## config.mk

```make
export PLATFORM = sky130hd
export DESIGN_NAME = sliced_ring_capture
export DESIGN_NICKNAME = d
export VERILOG_FILES = /design/src/sv/scr_pkg.sv /design/src/sv/scr_ring.sv /design/src/sv/sliced_ring_capture.sv
export VERILOG_INCLUDE_DIRS = /design/src /design/src/sv
export SDC_FILE = /design/constraint.sdc
export NUM_CORES = 2
export LEC_CHECK = 0
export BUFFER_PORTS_ARGS = -buffer_cell sky130_fd_sc_hd__buf_2
export CAP_MARGIN = 15
export CELL_PAD_IN_SITES_DETAIL_PLACEMENT = 1
export CELL_PAD_IN_SITES_GLOBAL_PLACEMENT = 1
export CORE_MARGIN = 8
export CORE_UTILIZATION = 55
export DETAILED_ROUTE_END_ITERATION = 12
export PLACE_DENSITY = 0.89
export SYNTH_ARGS = -nofsm -noshare
export SYNTH_HDL_FRONTEND = slang
export SYNTH_SLANG_ARGS = --single-unit
```

## constraint.sdc

```tcl
create_clock -name clock -period 6.2 [get_ports clock]
set_clock_uncertainty 0.1 [all_clocks]
set_input_delay 1.24 -clock clock [delete_from_list [all_inputs] [get_ports clock]]
set_output_delay 1.24 -clock clock [all_outputs]
set_load 0.02 [all_outputs]
```

## src/sv/sliced_ring_capture_defines.svh

```systemverilog
// Assertion macros for the capture ring RTL.
`ifndef SLICED_RING_CAPTURE_DEFINES_SVH
`define SLICED_RING_CAPTURE_DEFINES_SVH

`ifndef SYNTHESIS

// Same-cycle implication, checked on every rising clock edge outside reset.
`define SCR_ASSERT_IMP(label, ante, cons) \
   label: assert property (@(posedge clock) disable iff (reset) (ante) |-> (cons)) \
      else $error("scr same-cycle check failed");

// Next-cycle implication, checked on every rising clock edge outside reset.
`define SCR_ASSERT_NXT(label, ante, cons) \
   label: assert property (@(posedge clock) disable iff (reset) (ante) |=> (cons)) \
      else $error("scr next-cycle check failed");

`else

`define SCR_ASSERT_IMP(label, ante, cons)
`define SCR_ASSERT_NXT(label, ante, cons)

`endif

`endif

```

## src/sv/scr_pkg.sv

```systemverilog
// Shared constants and types for the sliced capture ring.
package scr_pkg;

   // Ring geometry
   localparam int SLICE_DEPTH  = 16;
   localparam int NUM_SLICES   = 4;
   localparam int SNAP_LEN     = 32;
   localparam int RING_LEN     = SLICE_DEPTH * NUM_SLICES;
   localparam int START_OFFSET = 2;

   // Derived widths
   localparam int RING_AW  = $clog2(RING_LEN);
   localparam int SLICE_W  = (NUM_SLICES > 1) ? $clog2(NUM_SLICES) : 1;
   localparam int CNT_W    = $clog2(SNAP_LEN + 1);
   localparam int SAMPLE_W = 24;

   // Transaction opcodes
   localparam logic OP_WRITE = 1'b0;
   localparam logic OP_SNAP  = 1'b1;

   // Ring write port
   typedef struct packed {
      logic                en;
      logic [RING_AW-1:0]  addr;
      logic [SAMPLE_W-1:0] data;
   } scr_wr_type;

   // Ring read port
   typedef struct packed {
      logic               en;
      logic [RING_AW-1:0] addr;
   } scr_rd_type;

endpackage

```

## src/sv/scr_ring.sv

```systemverilog
// Sample ring memory with per-entry valid bits and registered read data.
module scr_ring (
   input  logic                           clock,
   input  logic                           reset,
   input  scr_pkg::scr_wr_type            wr,
   input  scr_pkg::scr_rd_type            rd,
   output logic [scr_pkg::SAMPLE_W-1:0]   rd_data
);

   logic [scr_pkg::SAMPLE_W-1:0] mem [scr_pkg::RING_LEN];
   logic [scr_pkg::RING_LEN-1:0] valid_ff;
   logic [scr_pkg::SAMPLE_W-1:0] rd_data_ff;

   // Storage array, no reset
   always_ff @(posedge clock) begin
      if (wr.en) begin
         mem[wr.addr] <= wr.data;
      end
   end

   // Entry valid bits; an unwritten entry reads as zero
   always_ff @(posedge clock) begin
      if (reset) begin
         valid_ff <= '0;
      end else if (wr.en) begin
         valid_ff[wr.addr] <= 1'b1;
      end
   end

   // Registered read, holds while no read is issued
   always_ff @(posedge clock) begin
      if (rd.en) begin
         rd_data_ff <= valid_ff[rd.addr] ? mem[rd.addr] : '0;
      end
   end

   assign rd_data = rd_data_ff;

endmodule

```

## src/sv/sliced_ring_capture.sv

```systemverilog
// Top level of the sliced capture ring: control, position tracking and result stage.
//
// Records a stream of Q1.23 samples into a 64-entry ring (4 slices of 16) and
// reads out snapshots. A write is stored as it is accepted, and the block stays
// ready for the next. A snapshot whose slice has not moved since the previous
// snapshot gives one result (fresh = 0, last = 1) from the stale state once the
// result stage is free. Otherwise it streams 32 samples, one ring memory read per
// cycle while the result stage is free, starting two slices ahead of the current
// one; the block is busy until the last read, and a stall on rsp_ready holds it.
// The single memory read port sets the one-sample-per-cycle stream rate. The ring
// reads as zeros after reset through per-entry valid bits, with no clearing pass.
`include "sliced_ring_capture_defines.svh"

module sliced_ring_capture (
   input  logic                                 clock,
   input  logic                                 reset,
   input  logic                                 req_valid,
   output logic                                 req_ready,
   input  logic                                 req_op,
   input  logic signed [scr_pkg::SAMPLE_W-1:0]  req_sample,
   output logic                                 rsp_valid,
   input  logic                                 rsp_ready,
   output logic                                 rsp_fresh,
   output logic signed [scr_pkg::SAMPLE_W-1:0]  rsp_sample_out,
   output logic                                 rsp_last
);

   typedef enum logic [2:0] {
      ST_IDLE   = 3'b001,
      ST_STALE  = 3'b010,
      ST_STREAM = 3'b100
   } scr_state_type;

   scr_state_type                  state_ff, state_in;
   logic [scr_pkg::RING_AW-1:0]    wpos_ff, wpos_in;
   logic [scr_pkg::SLICE_W-1:0]    rslice_ff, rslice_in;
   logic                           rvalid_ff, rvalid_in;
   logic [scr_pkg::RING_AW-1:0]    raddr_ff, raddr_in;
   logic [scr_pkg::CNT_W-1:0]      cnt_ff, cnt_in;
   logic                           rsp_valid_ff, rsp_valid_in;
   logic                           fresh_ff, fresh_in;
   logic                           last_ff, last_in;

   scr_pkg::scr_wr_type            wr;
   scr_pkg::scr_rd_type            rd;
   logic [scr_pkg::SAMPLE_W-1:0]   rd_data;

   logic [scr_pkg::RING_AW-1:0]    wpos_div;
   logic [scr_pkg::SLICE_W-1:0]    cur_slice;
   logic [scr_pkg::SLICE_W:0]      slice_sum;
   logic [scr_pkg::SLICE_W-1:0]    start_slice;
   logic [scr_pkg::RING_AW-1:0]    start_idx;
   logic                           out_free;
   logic                           cnt_last;

   scr_ring u_ring (
      .clock   (clock),
      .reset   (reset),
      .wr      (wr),
      .rd      (rd),
      .rd_data (rd_data)
   );

   // Current slice and snapshot start, two slices ahead with wrap
   assign wpos_div  = scr_pkg::RING_AW'(wpos_ff / scr_pkg::SLICE_DEPTH);
   assign cur_slice = wpos_div[scr_pkg::SLICE_W-1:0];
   assign slice_sum = {1'b0, cur_slice} + (scr_pkg::SLICE_W + 1)'(scr_pkg::START_OFFSET);
   always_comb begin
      if (slice_sum >= (scr_pkg::SLICE_W + 1)'(scr_pkg::NUM_SLICES)) begin
         start_slice = scr_pkg::SLICE_W'(slice_sum - (scr_pkg::SLICE_W + 1)'(scr_pkg::NUM_SLICES));
      end else begin
         start_slice = slice_sum[scr_pkg::SLICE_W-1:0];
      end
   end
   assign start_idx = scr_pkg::RING_AW'(start_slice * scr_pkg::SLICE_DEPTH);

   // Result stage can take a new transaction
   assign out_free = !rsp_valid_ff || rsp_ready;
   assign cnt_last = (cnt_ff == scr_pkg::CNT_W'(scr_pkg::SNAP_LEN - 1));

   // Control sequencer; writes only in idle, reads only while streaming
   always_comb begin
      state_in     = state_ff;
      wpos_in      = wpos_ff;
      rslice_in    = rslice_ff;
      rvalid_in    = rvalid_ff;
      raddr_in     = raddr_ff;
      cnt_in       = cnt_ff;
      rsp_valid_in = rsp_valid_ff && !rsp_ready;
      fresh_in     = fresh_ff;
      last_in      = last_ff;
      wr           = '0;
      rd.en        = 1'b0;
      rd.addr      = raddr_ff;
      case (state_ff)
         ST_IDLE: begin
            if (req_valid) begin
               if (req_op == scr_pkg::OP_WRITE) begin
                  wr.en   = 1'b1;
                  wr.addr = wpos_ff;
                  wr.data = req_sample;
                  if (wpos_ff == scr_pkg::RING_AW'(scr_pkg::RING_LEN - 1)) begin
                     wpos_in = '0;
                  end else begin
                     wpos_in = wpos_ff + 1'b1;
                  end
               end else if (rvalid_ff && (rslice_ff == cur_slice)) begin
                  state_in = ST_STALE;
               end else begin
                  raddr_in  = start_idx;
                  cnt_in    = '0;
                  rslice_in = cur_slice;
                  rvalid_in = 1'b1;
                  state_in  = ST_STREAM;
               end
            end
         end
         ST_STALE: begin
            if (out_free) begin
               rsp_valid_in = 1'b1;
               fresh_in     = 1'b0;
               last_in      = 1'b1;
               state_in     = ST_IDLE;
            end
         end
         ST_STREAM: begin
            if (out_free) begin
               rd.en        = 1'b1;
               rsp_valid_in = 1'b1;
               fresh_in     = 1'b1;
               last_in      = cnt_last;
               cnt_in       = cnt_ff + 1'b1;
               if (raddr_ff == scr_pkg::RING_AW'(scr_pkg::RING_LEN - 1)) begin
                  raddr_in = '0;
               end else begin
                  raddr_in = raddr_ff + 1'b1;
               end
               if (cnt_last) begin
                  state_in = ST_IDLE;
               end
            end
         end
         default: begin
            state_in = ST_IDLE;
         end
      endcase
   end

   // Control registers
   always_ff @(posedge clock) begin
      if (reset) begin
         state_ff     <= ST_IDLE;
         wpos_ff      <= '0;
         rslice_ff    <= '0;
         rvalid_ff    <= 1'b0;
         rsp_valid_ff <= 1'b0;
      end else begin
         state_ff     <= state_in;
         wpos_ff      <= wpos_in;
         rslice_ff    <= rslice_in;
         rvalid_ff    <= rvalid_in;
         rsp_valid_ff <= rsp_valid_in;
      end
   end

   // Datapath registers
   always_ff @(posedge clock) begin
      raddr_ff <= raddr_in;
      cnt_ff   <= cnt_in;
      fresh_ff <= fresh_in;
      last_ff  <= last_in;
   end

   // Ports; nothing is taken while reset is held
   assign req_ready      = !reset && (state_ff == ST_IDLE);
   assign rsp_valid      = rsp_valid_ff;
   assign rsp_fresh      = fresh_ff;
   assign rsp_last       = last_ff;
   assign rsp_sample_out = fresh_ff ? rd_data : '0;

   // Checks
   `SCR_ASSERT_IMP(a_stale_is_last, rsp_valid_ff && !fresh_ff, last_ff)
   `SCR_ASSERT_IMP(a_no_write_while_streaming, state_ff == ST_STREAM, !wr.en)
   `SCR_ASSERT_IMP(a_cnt_in_range, state_ff == ST_STREAM, cnt_ff <= scr_pkg::CNT_W'(scr_pkg::SNAP_LEN - 1))
   `SCR_ASSERT_NXT(a_snap_records_slice, req_valid && req_ready && (req_op == scr_pkg::OP_SNAP), rvalid_ff)

endmodule
```

Word-level counts from Yosys, hierarchy flattened
Memory sizes are Yosys's and may differ from the RTL's. A register that Yosys moved wholly into a read port is not among the register bits.
Index checks and enable logic that the tools add are counted.
{"block": "totals", "ff_bits": 91, "ram_bits": 1536, "in_bits": 29, "output_inout_bits": 28, "elab_cells": 92, "memories": 1}
{"memory": "u_ring.mem", "words": 64, "width": 24, "rd": 1, "rd_clocked_by_memory_dff": 1, "write_ports": 1, "line_no": "scr_ring.sv:10", "text": "logic [scr_pkg::SAMPLE_W-1:0] mem [scr_pkg::RING_LEN];"}
{"block": "classes", "n_addsub": 5, "n_lt_le_gt_ge": 4, "n_eq_ne": 13, "mux": 39, "bitwise": 3, "n_reduce_logical": 17}
{"op": "$mux W31", "count": 3}
{"op": "$or A64 B64 Y64", "count": 1}
{"op": "$mux W6", "count": 10}
{"op": "$mux W24", "count": 1}
{"op": "$pmux W6 S2", "count": 2}
{"op": "$add A6 B1 Y6 const B", "count": 3}
{"op": "$mux W3", "count": 6}
{"op": "$lt A6 B7 Y1 const B", "count": 2}
{"op": "$eq A6 B6 Y1 const B", "count": 2}
{"op": "$ne A2 B2 Y1 const B", "count": 6}
{"op": "$mux W1", "count": 11}
{"op": "$reduce_and A5 Y1", "count": 2}
{"op": "$pmux W3 S3", "count": 1}
{"op": "$bmux W1 S6", "count": 1}
{"op": "$demux W1 S6", "count": 1}
{"op": "$eq A6 B5 Y1 const B", "count": 1}
{"op": "$ge A6 B1 Y1 const B", "count": 1}
{"op": "$reduce_and A3 Y1", "count": 2}
{"op": "$logic_and A1 B1 Y1", "count": 4}
{"op": "$logic_not A1 Y1", "count": 4}
{"op": "$pmux W1 S2", "count": 2}
{"op": "$reduce_and A4 Y1", "count": 1}
{"op": "$reduce_bool A2 Y1", "count": 2}
{"op": "$add A2 B2 Y3 const B", "count": 1}
{"op": "10 further kinds", "count": 11}

Logic depth before layout (Yosys ltp)
{"block": "depth", "ltp_word": 8, "mapped_depth": 9}

Cells and area by module
Synthesis repeated with hierarchy kept, for this count alone.
{"block": "hier_totals", "hier_cells": 2980, "hier_area_um2": 63119.3}
{"mod": "scr_ring", "instances": 1, "cells_each": 2775, "area_per_inst_um2": 61352.6}
{"mod": "sliced_ring_capture", "instances": 1, "cells_each": 205, "area_per_inst_um2": 1766.7}

Worst setup path after synthesis
OpenSTA, ideal clock, no wires.
{"block": "synth_timing", "path_type": "input -> register", "from": "input port req_valid", "to": "memory u_ring.mem[63][0] (netlist bit) (enable)", "setup_ns": 0.469, "t_arrival_ns": 4.394, "required_ns": 5.631, "setup_slack_ns": 1.237, "path_stages": 5, "path_buffers": 2, "cell_sequence": "and4bb_1 buf_2 nand2b_1 buf_2 nor4_1"}
{"block": "synth_via", "elab_chain_cells": 4}
{"element": "from (decl)", "line_no": "sliced_ring_capture.sv:17", "text": "input logic req_valid,"}
{"element": "$mux W31 (*)", "line_no": "sliced_ring_capture.sv:97", "text": "if (req_valid) begin"}
{"element": "$mux W31 (*)", "line_no": "sliced_ring_capture.sv:95", "text": "case (state_ff)"}
{"element": "$mux W1", "line_no": "scr_ring.sv:16", "text": "if (wr.en) begin"}
{"element": "$mux W1 (implied by the code)", "line_no": "scr_ring.sv:17", "text": "mem[wr.addr] <= wr.data;"}
{"element": "to (decl)", "line_no": "scr_ring.sv:10"}
Every way passes the cells marked *; elsewhere a longest branch is shown, timed or not.

Worst setup path in the final report
{"block": "layout_timing", "from": "register raddr_ff[0] (netlist bit)", "to": "register u_ring.rd_data_ff, in the netlist u_ring.rd_data[11] (read register of u_ring.mem), data pin"}
{"block": "layout_via", "elab_chain_cells": 3}
{"element": "from (decl)", "line_no": "sliced_ring_capture.sv:38", "text": "logic [scr_pkg::RING_AW-1:0] raddr_ff, raddr_in;"}
{"element": "from (signal assigned)", "line_no": "sliced_ring_capture.sv:168", "text": "raddr_ff <= raddr_in;"}
{"element": "$bmux W1 S6", "line_no": "scr_ring.sv:33", "text": "rd_data_ff <= valid_ff[rd.addr] ? mem[rd.addr] : '0;"}
{"element": "$mux W1 (implied by the code)", "line_no": "scr_ring.sv:33"}
{"element": "$logic_not A1 Y1 (no line)"}
{"element": "to (decl)", "line_no": "scr_ring.sv:12", "text": "logic [scr_pkg::SAMPLE_W-1:0] rd_data_ff;"}
Several ways; a longest one is shown, not always the timed one. The select of a mux whose other input is x is not followed.
A chain may end at the register's enable or synchronous reset.

==> flow_summary.toml <==
[synthesis]
yosys_warnings = 0
synthAdderAreaFrac = 0.000584
synth_edf_count = 1574
synth_nets = 3105
synthSimpleGateAreaFrac = 0.0247
synth_top_family_by_area = "multiplexers"
netlist_top_cells_count = "edfxtp_1, mux4_2, mux2i_1, nor2_1, a21oi_1"
yosysSeqAreaShare = 0.760
synth_area_leaders = "edfxtp_1, mux4_2, mux2i_1"
yosys.area.top_type = "edfxtp_1"
async_reset_ff_frac = 0
netlist_area_mm2 = 0.0642
syn_area_per_cell_um2 = 20.9
synth-main-ff-cell = "edfxtp_1"
yosysTopAreaCellShare = 0.736
synth-compound-area-share = 0.0358
synthMuxAreaShare = 0.159
ys_ff_latch = 1651
synth_most_common_cell = "edfxtp_1"
synth_xor_area_frac = 0.00191
ys_types = 51
syn_inst = 3073

[worst_setup_path]
cp_data_required_time_ps = 6580
critPathMaxFanout = 53
crit_path_start = "raddr_ff[0]$_SDFFCE_PP0P_"
startpoint_type = "register"
crit_type = "reg -> reg"
worstSetupEndpointType = "register"
ff2ff_path_depth = 6
arrival_ps = 4520
r2r_start = "raddr_ff[0]$_SDFFCE_PP0P_"
r2r_end = "u_ring.rd_data[11]$_SDFFCE_PN0P_"
crit_end = "u_ring.rd_data[11]$_SDFFCE_PN0P_"
ff2ff_setup_slack_ps = 2060

[sta]
timing.final.crit_share = 0.667
fmax_mhz = 242
period_needed_ps = 4140
worstMarginPinSlew_ps = 1190
setup_violations = 0
slew_viol_final = 0
fin_ws_ps = 2060
tns_ps = 0
hold_violations = 0
max_slew_margin = 0.203
rsz0062_at_grt = "no"

[global_routing]
grtUsageTotal = 0.298
antenna_found_initial = 10
grt_remaining_overflow = 0
grt_pass1_vias = 35650
grt_pass1_wl_um = 270000
grt_max_degree = 129

[power]
power.total_mw = 23.1
p_per_area_mw_per_mm2 = 322
p_leak_nw = 22.1
irDropWorstVdd_mv = 0.290

[floorplanning]
rows = 125
io_pins = 57
die_area_mm2 = 0.128
die_h_um = 358
core_area_mm2 = 0.116
die_w_um = 358
initial_core_util = 0.553

[final_layout]
fillers = 9548
layout-drive-gt1-share = 0.275
multi_input_area_mm2 = 0.0145
seqCellArea_mm2 = 0.0488
area_growth_pct = 11.8
final_nets = 3261

[placement]
detailedPlace.worstSlack_ps = 1810
hpwl_um = 102000
gp_congestion = 0.907
io_buffers = 56

[route]
routed_wl_um = 200000
drtPass1Iterations = 6
antenna_left = 0
drt_iter0_drc = 5861
via_per_inst = 7.21
num_vias = 35239
wl_per_cell_um = 40.9
drcViolationCount = 0

[clock_tree]
htreeDepth = 4
cts.clk_slew.worst_paths_ps = 70
numCtsBuffers = 159
cts_hold_buf = 0
insertion_delay_ps = 790
cts.sinks = 1651
cts_tree = "done"
cts_buffer_depth = 3
ctsRootBufferMaster = "clkbuf_16"
cts_setup_buffers = 0
post_cts_resized = 0

[min_path]
min_path_type = "reg -> reg"
holdCritStartpoint = "u_ring.valid_ff[15]$_SDFFE_PP0P_"

[flow_run]
cap_violations = 0

[status]
status = "completed"
-- registers in the layout, indices dropped and copies added, names as in the netlist --
signal and count:
rsp_fresh 1, u_ring.mem 1536, wpos_ff 6, rvalid_ff 1, rsp_valid 1, u_ring.valid_ff 64
u_ring.rd_data 24, rslice_ff 2, state_ff 3, rsp_last 1, cnt_ff 6, raddr_ff 6
-- worst min-delay path by stage --
stage | cells past startpoint | to | slack, ps
after floorplan | 2 | u_ring.valid_ff[56]$_SDFFE_PP0P_ | 320
after global routing | 2 | u_ring.valid_ff[56]$_SDFFE_PP0P_ | 390
after detailed placement | 2 | u_ring.valid_ff[10]$_SDFFE_PP0P_ | 350
final | 2 | u_ring.valid_ff[15]$_SDFFE_PP0P_ | 370
after CTS | 2 | u_ring.valid_ff[15]$_SDFFE_PP0P_ | 370
after global placement | 2 | u_ring.valid_ff[22]$_SDFFE_PP0P_ | 340
-- critical path, cell delays in order (launching register included) --
cell      delay (ps)
edfxtp_1         490
buf_12           420
or3_2            760
o22ai_1          190
a211oi_1         910
a221o_1          690
o32ai_2          180
-- cells by family (layout without fill, tap and decap cells) --
family | after synthesis | in the layout
xor+xnor | 14 | 14
fa+ha+maj | 3 | 3
buf+inv | 192 | 480
other cells | 0 | 1
compound gates | 305 | 305
simple gates | 332 | 332
mux | 576 | 576
flops | 1651 | 1651
-- area by class of cell --
type	count	area share
Antenna cell	1	0.0000349
Tap cell	1524	0.0266
Timing Repair Buffer	182	0.0202
Clock inverter	98	0.0143
Sequential cell	1651	0.680
Multi-Input combinational cell	1230	0.202
Clock buffer	195	0.0573
Inverter	5	0.000261
-- cells in the final DEF (no fill, tap or decap), types with 4 or more instances in the layout --
cell	Yosys	routed
o22ai_1	51	51
clkinv_2	0	25
nand2_1	47	47
and3_1	9	9
nand2b_1	5	5
o32ai_2	20	20
buf_12	1	15
and2_1	50	25
clkinv_1	0	38
nor2b_1	32	30
and2_2	0	24
a221o_1	24	24
o21ai_0	6	6
buf_2	59	56
clkinv_8	0	7
dfxtp_1	77	77
buf_4	23	109
a22o_1	24	24
xor2_1	7	7
bufinv_16	0	15
clkbuf_1	66	36
a211o_1	25	25
nor2_2	0	63
nand3_1	16	16
mux4_2	350	350
a21oi_1	93	93
o32ai_1	4	4
mux2_2	50	50
clkbuf_16	0	159
a211oi_1	49	49
nor3_1	4	4
nor2_1	153	90
inv_1	5	5
xnor2_1	7	7
mux2i_1	176	176
edfxtp_1	1574	1574
-- metrics by stage --
stage	instance area [um^2]	instances	utilization	hold slack, ps
after CTS	71700	4879	0.618	370
after floorplan	64200	3073	-	323
after global placement	66500	4586	0.573	342
after detailed placement	66500	4586	0.573	355
after global routing	71800	4885	0.619	389
final	71800	4886	0.619	366
-- metal layers --
| layer | routed length, um | up-vias | track usage |
|---|---|---|---|
| li1 | - | 13021 | - |
| met1 | 67700 | 18300 | 0.378 |
| met2 | 96200 | 3247 | 0.484 |
| met3 | 24200 | 667 | 0.0744 |
| met4 | 11500 | 4 | 0.143 |
| met5 | 25 | - | 0 |
-- power breakdown --
part | total, mW | leakage (nW) | internal [mW] | switching, mW
Sequential | 12.2 | 14.0 | 12.2 | 0.0200
Clock | 9.97 | 2.49 | 5.41 | 4.57
Combinational | 0.914 | 5.62 | 0.295 | 0.618
Note: power is estimated with default switching activity, not from simulation.
